**config.mk**
```make
export PLATFORM = sky130hd
export DESIGN_NAME = multilevel_ready_queue
export DESIGN_NICKNAME = d
export VERILOG_FILES = /design/src/sv/mrq_pkg.sv /design/src/sv/multilevel_ready_queue.sv
export VERILOG_INCLUDE_DIRS = /design/src /design/src/sv
export SDC_FILE = /design/constraint.sdc
export NUM_CORES = 2
export LEC_CHECK = 0
export BUFFER_PORTS_ARGS = -buffer_cell sky130_fd_sc_hd__buf_2
export CAP_MARGIN = 20
export CELL_PAD_IN_SITES_DETAIL_PLACEMENT = 1
export CELL_PAD_IN_SITES_GLOBAL_PLACEMENT = 1
export CORE_MARGIN = 3
export CORE_UTILIZATION = 25
export DETAILED_ROUTE_END_ITERATION = 12
export PLACE_DENSITY = 0.44
export SLEW_MARGIN = 5
export SYNTH_ARGS = -nofsm -noshare
export SYNTH_HDL_FRONTEND = slang
export SYNTH_SLANG_ARGS = --single-unit
```
**constraint.sdc**
```tcl
create_clock -name clk -period 11.5 [get_ports clk]
set_input_delay 0.575 -clock clk [delete_from_list [all_inputs] [get_ports clk]]
set_output_delay 0.575 -clock clk [all_outputs]
set_load 0.03 [all_outputs]
```
**src/sv/multilevel_ready_queue_defines.svh**
```systemverilog
// Assertion macros for the multilevel ready queue.
// Depends on the clock clk and the reset arst_n of the module that includes it.
`ifndef MULTILEVEL_READY_QUEUE_DEFINES_SVH
`define MULTILEVEL_READY_QUEUE_DEFINES_SVH

// Same-cycle implication, sampled on clk, off while in reset.
`define MRQ_ASSERT_NOW(label, ante, cons, msg) \
	label: assert property (@(posedge clk) disable iff (!arst_n) (ante) |-> (cons)) \
		else $error(msg);

// Next-cycle implication, sampled on clk, off while in reset.
`define MRQ_ASSERT_NEXT(label, ante, cons, msg) \
	label: assert property (@(posedge clk) disable iff (!arst_n) (ante) |=> (cons)) \
		else $error(msg);

`endif

```
**src/sv/mrq_pkg.sv**
```systemverilog
// Package for the multilevel ready queue: transaction payload structs,
// operation and status codes, controller state type. No dependencies.
`timescale 1ns / 1ps
`default_nettype none

package mrq_pkg;

	// operation codes
	localparam logic FUNC_ENQ = 1'b0;
	localparam logic FUNC_DEQ = 1'b1;

	// result status codes
	localparam logic [1:0] STAT_OK    = 2'd0;
	localparam logic [1:0] STAT_EMPTY = 2'd1;
	localparam logic [1:0] STAT_FULL  = 2'd2;

	typedef struct packed {
		logic       func;
		logic [7:0] task_id;
		logic [2:0] priority_req;
	} req_t;

	typedef struct packed {
		logic [7:0] out_task_id;
		logic [1:0] status;
		logic [2:0] top_priority;
		logic       none_ready;
	} rsp_t;

	typedef enum logic {
		ST_IDLE,
		ST_EXEC
	} state_t;

endpackage

`default_nettype wire

```
**src/sv/multilevel_ready_queue.sv**
```systemverilog
// Multilevel ready queue: one task-id FIFO per priority level in a shared store.
// Depends on mrq_pkg and multilevel_ready_queue_defines.svh.
//
//   channel | handshake            | dir | payload fields
//   --------+----------------------+-----+-----------------------------------------------
//   req     | req_valid, req_ready | in  | func, task_id, priority_req
//   rsp     | rsp_valid, rsp_ready | out | out_task_id, status, top_priority, none_ready
//
// Each transaction has an accept cycle, which reads the level's head slot from the store
// (synchronous read), and an execute cycle, which updates that level's pointers and count,
// writes the store on enqueue, loads the result register; no request is taken meanwhile.
// Reset clears every level's head, tail and count; the store itself is never cleared.
// A stalled result holds in the output register; the next request is taken only once that
// register is free or is being drained in the same cycle.
`timescale 1ns / 1ps
`default_nettype none

`include "multilevel_ready_queue_defines.svh"

module multilevel_ready_queue #(
	parameter int NUM_LEVELS  = 8,
	parameter int LEVEL_DEPTH = 16,
	parameter int ID_BITS     = 8
) (
	input  wire logic          clk,
	input  wire logic          arst_n,
	input  wire logic          req_valid,
	output logic               req_ready,
	input  wire mrq_pkg::req_t req,
	output logic               rsp_valid,
	input  wire logic          rsp_ready,
	output mrq_pkg::rsp_t      rsp
);

	localparam int LW      = (NUM_LEVELS > 1) ? $clog2(NUM_LEVELS) : 1;
	localparam int PW      = $clog2(LEVEL_DEPTH);
	localparam int CW      = $clog2(LEVEL_DEPTH + 1);
	localparam int ENTRIES = NUM_LEVELS * LEVEL_DEPTH;
	localparam int AW      = $clog2(ENTRIES);
	localparam int WB      = (ID_BITS > 8) ? ID_BITS : 8;

	// controller
	mrq_pkg::state_t state_q, state_d;
	logic            accept;
	logic            exec;
	logic            take_ok;

	// captured request
	mrq_pkg::req_t op_q;

	// per-level bookkeeping
	logic [PW-1:0] head_q  [NUM_LEVELS];
	logic [PW-1:0] tail_q  [NUM_LEVELS];
	logic [CW-1:0] count_q [NUM_LEVELS];

	// task-id store, one region of LEVEL_DEPTH slots per level
	logic [ID_BITS-1:0] store_mem [ENTRIES];
	logic [ID_BITS-1:0] rdata_q;

	// result register
	mrq_pkg::rsp_t rsp_q;
	logic          rsp_valid_q;

	// read side (accept cycle)
	logic          in_range_in;
	logic [LW-1:0] lvl_in;
	logic [AW-1:0] rd_addr;

	// execute side
	logic               in_range_q;
	logic [LW-1:0]      lvl_q;
	logic [PW-1:0]      head_sel;
	logic [PW-1:0]      tail_sel;
	logic [CW-1:0]      cnt_sel;
	logic [PW-1:0]      head_nxt;
	logic [PW-1:0]      tail_nxt;
	logic [CW-1:0]      cnt_nxt;
	logic               is_enq;
	logic               enq_ok;
	logic               deq_ok;
	logic [AW-1:0]      wr_addr;
	logic [WB-1:0]      id_wide;
	logic [WB-1:0]      rd_wide;
	logic [ID_BITS-1:0] wr_data;
	logic [NUM_LEVELS-1:0] nonempty_nxt;
	logic [LW-1:0]      top_idx;
	logic               any_ready;
	mrq_pkg::rsp_t      rsp_d;

	// ------------------------------------------------------------------
	// Controller: take a request only when the result register will be free
	// ------------------------------------------------------------------
	always_ff @(posedge clk or negedge arst_n) begin
		if (!arst_n) begin
			state_q <= mrq_pkg::ST_IDLE;
		end else begin
			state_q <= state_d;
		end
	end

	always_comb begin
		state_d = state_q;
		take_ok = 1'b0;
		exec    = 1'b0;
		unique case (state_q)
			mrq_pkg::ST_IDLE: begin
				take_ok = !rsp_valid_q || rsp_ready;
				if (req_valid && take_ok) begin
					state_d = mrq_pkg::ST_EXEC;
				end
			end
			mrq_pkg::ST_EXEC: begin
				exec    = 1'b1;
				state_d = mrq_pkg::ST_IDLE;
			end
		endcase
	end

	assign req_ready = take_ok;
	assign accept    = req_valid && take_ok;

	// Hold the request for the execute cycle.
	always_ff @(posedge clk) begin
		if (accept) begin
			op_q <= req;
		end
	end

	// ------------------------------------------------------------------
	// Accept cycle: address the head slot of the requested level
	// ------------------------------------------------------------------
	assign in_range_in = 32'(req.priority_req) < 32'(NUM_LEVELS);
	assign lvl_in      = in_range_in ? LW'(req.priority_req) : '0;
	assign rd_addr     = AW'(32'(lvl_in) * 32'(LEVEL_DEPTH) + 32'(head_q[lvl_in]));

	// ------------------------------------------------------------------
	// Execute cycle: decide the outcome, advance pointers, build the result
	// ------------------------------------------------------------------
	assign in_range_q = 32'(op_q.priority_req) < 32'(NUM_LEVELS);
	assign lvl_q      = in_range_q ? LW'(op_q.priority_req) : '0;
	assign head_sel   = head_q[lvl_q];
	assign tail_sel   = tail_q[lvl_q];
	assign cnt_sel    = count_q[lvl_q];

	assign is_enq = (op_q.func == mrq_pkg::FUNC_ENQ);
	// An out-of-range level has no FIFO: treat it as full on enqueue, empty on dequeue.
	assign enq_ok = is_enq && in_range_q && (cnt_sel != CW'(LEVEL_DEPTH));
	assign deq_ok = !is_enq && in_range_q && (cnt_sel != '0);

	// Wrap pointers at the level depth, which need not be a power of two.
	assign head_nxt = (head_sel == PW'(LEVEL_DEPTH - 1)) ? '0 : head_sel + PW'(1);
	assign tail_nxt = (tail_sel == PW'(LEVEL_DEPTH - 1)) ? '0 : tail_sel + PW'(1);

	always_comb begin
		cnt_nxt = cnt_sel;
		priority if (enq_ok) begin
			cnt_nxt = cnt_sel + CW'(1);
		end else if (deq_ok) begin
			cnt_nxt = cnt_sel - CW'(1);
		end
	end

	assign wr_addr = AW'(32'(lvl_q) * 32'(LEVEL_DEPTH) + 32'(tail_sel));

	// Keep the low ID_BITS of the task id; widen or trim through a common width.
	assign id_wide = WB'(op_q.task_id);
	assign wr_data = id_wide[ID_BITS-1:0];
	assign rd_wide = WB'(rdata_q);

	// Occupancy after this transaction, then pick the most urgent busy level.
	always_comb begin
		for (int i = 0; i < NUM_LEVELS; i++) begin
			if (in_range_q && (LW'(i) == lvl_q)) begin
				nonempty_nxt[i] = (cnt_nxt != '0);
			end else begin
				nonempty_nxt[i] = (count_q[i] != '0);
			end
		end
	end

	always_comb begin
		top_idx = '0;
		for (int i = NUM_LEVELS - 1; i >= 0; i--) begin
			if (nonempty_nxt[i]) begin
				top_idx = LW'(i);
			end
		end
	end

	assign any_ready = |nonempty_nxt;

	always_comb begin
		rsp_d.out_task_id  = deq_ok ? rd_wide[7:0] : 8'd0;
		rsp_d.top_priority = any_ready ? 3'(top_idx) : 3'd0;
		rsp_d.none_ready   = !any_ready;
		priority if (is_enq && !enq_ok) begin
			rsp_d.status = mrq_pkg::STAT_FULL;
		end else if (!is_enq && !deq_ok) begin
			rsp_d.status = mrq_pkg::STAT_EMPTY;
		end else begin
			rsp_d.status = mrq_pkg::STAT_OK;
		end
	end

	// ------------------------------------------------------------------
	// Task-id store: write on a successful enqueue, read at accept
	// ------------------------------------------------------------------
	always_ff @(posedge clk) begin
		if (exec && enq_ok) begin
			store_mem[wr_addr] <= wr_data;
		end
		if (accept) begin
			rdata_q <= store_mem[rd_addr];
		end
	end

	// ------------------------------------------------------------------
	// Per-level pointers and counts
	// ------------------------------------------------------------------
	always_ff @(posedge clk or negedge arst_n) begin
		if (!arst_n) begin
			for (int i = 0; i < NUM_LEVELS; i++) begin
				head_q[i]  <= '0;
				tail_q[i]  <= '0;
				count_q[i] <= '0;
			end
		end else if (exec) begin
			if (enq_ok) begin
				tail_q[lvl_q] <= tail_nxt;
			end
			if (deq_ok) begin
				head_q[lvl_q] <= head_nxt;
			end
			if (enq_ok || deq_ok) begin
				count_q[lvl_q] <= cnt_nxt;
			end
		end
	end

	// ------------------------------------------------------------------
	// Result register: load on execute, drop once the consumer takes it
	// ------------------------------------------------------------------
	always_ff @(posedge clk) begin
		if (exec) begin
			rsp_q <= rsp_d;
		end
	end

	always_ff @(posedge clk or negedge arst_n) begin
		if (!arst_n) begin
			rsp_valid_q <= 1'b0;
		end else if (exec) begin
			rsp_valid_q <= 1'b1;
		end else if (rsp_ready) begin
			rsp_valid_q <= 1'b0;
		end
	end

	assign rsp_valid = rsp_valid_q;
	assign rsp       = rsp_q;

	// ------------------------------------------------------------------
	// Assertions
	// ------------------------------------------------------------------
	`MRQ_ASSERT_NEXT(a_accept_to_exec, accept, exec, "no execute after accept")
	`MRQ_ASSERT_NOW(a_exec_out_free, exec, !rsp_valid_q, "result register busy in execute")
	`MRQ_ASSERT_NEXT(a_exec_gives_rsp, exec, rsp_valid_q, "execute produced no result")
	`MRQ_ASSERT_NOW(a_count_bound, exec, cnt_sel <= CW'(LEVEL_DEPTH), "count over depth")

endmodule

`default_nettype wire

```
==> metrics.txt <==
relative slew slack 0.269; syn_nets 3,103; core area 0.191 mm^2; Fillers 19.9k; final hold vios 0; Std-Cell Rows 160; DP Area 0.0511 mm^2; Layout Nets 3,153; Tightest Pin Transition 1.10 ns; worst setup margin 6.09 ns; leakage power 0.0176 uW; DP Cell Count 5,487; synthesized area 0.0482 mm^2; DR DRC count 0; clk_lat worst skew 0.76 ns; hold path depth 4; final instance area 0.0556 mm^2; DR iter-0 viols 1,774; routed wire length per instance 25.0 um; Setup Crit Path Kind reg -> reg; Yosys warning total 0; Die Footprint 0.198 mm^2; I/O Buffers 31; First-pass DRT Iterations 5; htree depth 4; Hold Startpoint rsp_ready; leading cell type in the layout, fill and taps excluded edfxtp_1; GR Layer Usage met1 0.198; GPL Wtd Cong 0.724; post-route minimum period 5.41 ns; Post-Layout Cell Count 5,748; final WL 144 mm; pre-CTS WS 5.70 ns; initial antenna violation count 5; Arrival @ worst endpoint 5.91 ns; PwrDens 224 mW/mm^2; deepest clock path buffer count 3; hold worst-path end rsp_valid; unrepaired setup endpoints after global routing no; post_cts resized 0; GRT Total Usage 0.144; first-pass GRT wire length 208 mm; post-synthesis sequential area ratio 0.715; Worst R2R Setup Slack 6.09 ns; Worst Path Required 12.00 ns; crit start category flop; CP Capture Type flop; DR vias/cell 4.65; MaxCap Viol Count 0; Layout area overhead 15.3%; share of cells above drive strength 1 0.147; number of global-route vias before repair 27.9k; Max Freq 185 MHz; number of enable flip-flop cells after synthesis 1,058; Post-CTS Setup Bufs 0; CTS tree done; #FFs+latches synth 1,164; post-synthesis async set-or-reset flop share 0.0911; setup TNS 0 ns; gr busiest metal met2; Worst R2R Path Depth 13; crit-path max FO 49; CTS Root Cell clkbuf_16; vias 26.7k; Clk pin slew, worst setup/hold paths 0.05 ns; Cell variety after synth 66; HPWL after DPL 85.0 mm; most frequent cells in the layout 1,058 x edfxtp_1, 389 x nand2_1, 235 x mux2i_1; io pins 32; count of final setup violators 0; reg-to-reg endpoint rsp[1]; Worst R2R Start lvl_q[0]; Sink Count 1,164; Synth Instances 3,082; Setup Skew 0.0336 ns; largest net degree at the start of global routing 132; syn_area_per_cell 15.6 um^2; cts bufs inserted 139; Initial Util 0.252; ANT nets after route 0; M3 GR Usage 0.0241; status completed; Die Wd 445 um; VDD IR max 0.307 mV; grt ovf 0; hold crit path type in -> reg; fin. max-slew vios 0; Most used DFF post-synth edfxtp_1; final period utilization 0.471; GR Layer Usage met2 0.235; Post-CTS Hold Buffers 11; Die H 445 um
==> registers in the layout, summed over array words and instances, names as in the netlist <==
register	cells
id_wide	8
state_q	1
count_q	40
rd_wide	8
rsp_valid	1
op_q	1
head_q	32
lvl_q	3
rsp	14
tail_q	32
store_mem	1024
==> metrics by stage <==
stage / hold WS, ns / utilization / power [uW]
CTS: 0.152 / 0.291 / 12700
detailed placement: 0.493 / 0.268 / 8470
floorplan: 0.279 / - / 7270
global route: 0.227 / 0.291 / 13100
global placement: 0.486 / 0.268 / 8460
finish: 0.200 / 0.291 / 12400
==> critical path, stage by stage, from the launching register on <==
cell      delay (ns)
edfxtp_1        0.32
buf_4           0.59
mux4_2          0.62
mux2i_2         0.46
ha_1            0.27
inv_1           0.07
a31o_4          0.23
o31a_1          0.55
a41oi_2         0.34
xnor2_2         0.27
and4_1          0.67
mux2_1          0.39
a31oi_1         0.24
a211oi_2        0.07
==> worst max-delay path by stage <==
stage	slack, ns	start	endpoint	cells past startpoint
after global routing	5.84	lvl_q[0]	rsp[1]	13
after CTS	6.04	lvl_q[0]	rsp[1]	13
after global placement	5.69	req[1]	rd_wide[2]	14
after detailed placement	5.70	req[1]	rd_wide[2]	14
after floorplan	7.64	lvl_q[2]	rsp[1]	14
final	6.09	lvl_q[0]	rsp[1]	13
==> cell families after synthesis <==
family	Yosys count	share of synthesized area
simple gates	791	0.0735
compound gates	489	0.0719
xor+xnor	6	0.00125
flops	1164	0.715
fa+ha+maj	5	0.00130
mux	419	0.117
buf+inv	208	0.0207
==> area by class of cell <==
cell class                 count  area, um^2  share of cell area
timing repair buffer         107         858              0.0155
multi-input combinational   1710       12800               0.231
clock buffer                 189        3790              0.0682
antenna                        1        2.50           0.0000450
clock inverter                56         474             0.00854
sequential                  1164       34400               0.620
inverter                      10        37.5            0.000676
tap                         2511        3140              0.0566
==> layer usage <==
| layer | part of all wire | routed length [um] | vias up |
|---|---|---|---|
| met5 | 0.000091 | 13 | - |
| met3 | 0.034 | 4820 | 162 |
| met4 | 0.020 | 2880 | 2 |
| li1 | - | - | 12100 |
| met2 | 0.48 | 68600 | 376 |
| met1 | 0.47 | 67200 | 14100 |
==> synth_stat cells (all sizes together) (73+ instances only) <==
master / number / area [um^2]
a311oi: 80 / 701
nand2: 391 / 1470
mux2: 73 / 830
a211oi: 166 / 1270
a31oi: 75 / 469
buf: 95 / 572
dfrtp: 106 / 2650
mux4: 106 / 2390
nor2: 168 / 631
edfxtp: 1058 / 31800
clkbuf: 103 / 388
and2: 159 / 995
mux2i: 240 / 2410
==> where the power goes <==
group | internal, uW | switching, uW | total, uW
sequential | 4790 | 105 | 4900
combinational | 1220 | 2150 | 3370
clock | 2400 | 1770 | 4170
total | 8420 | 4020 | 12400
No activity file was read; power rests on OpenSTA's default activity.
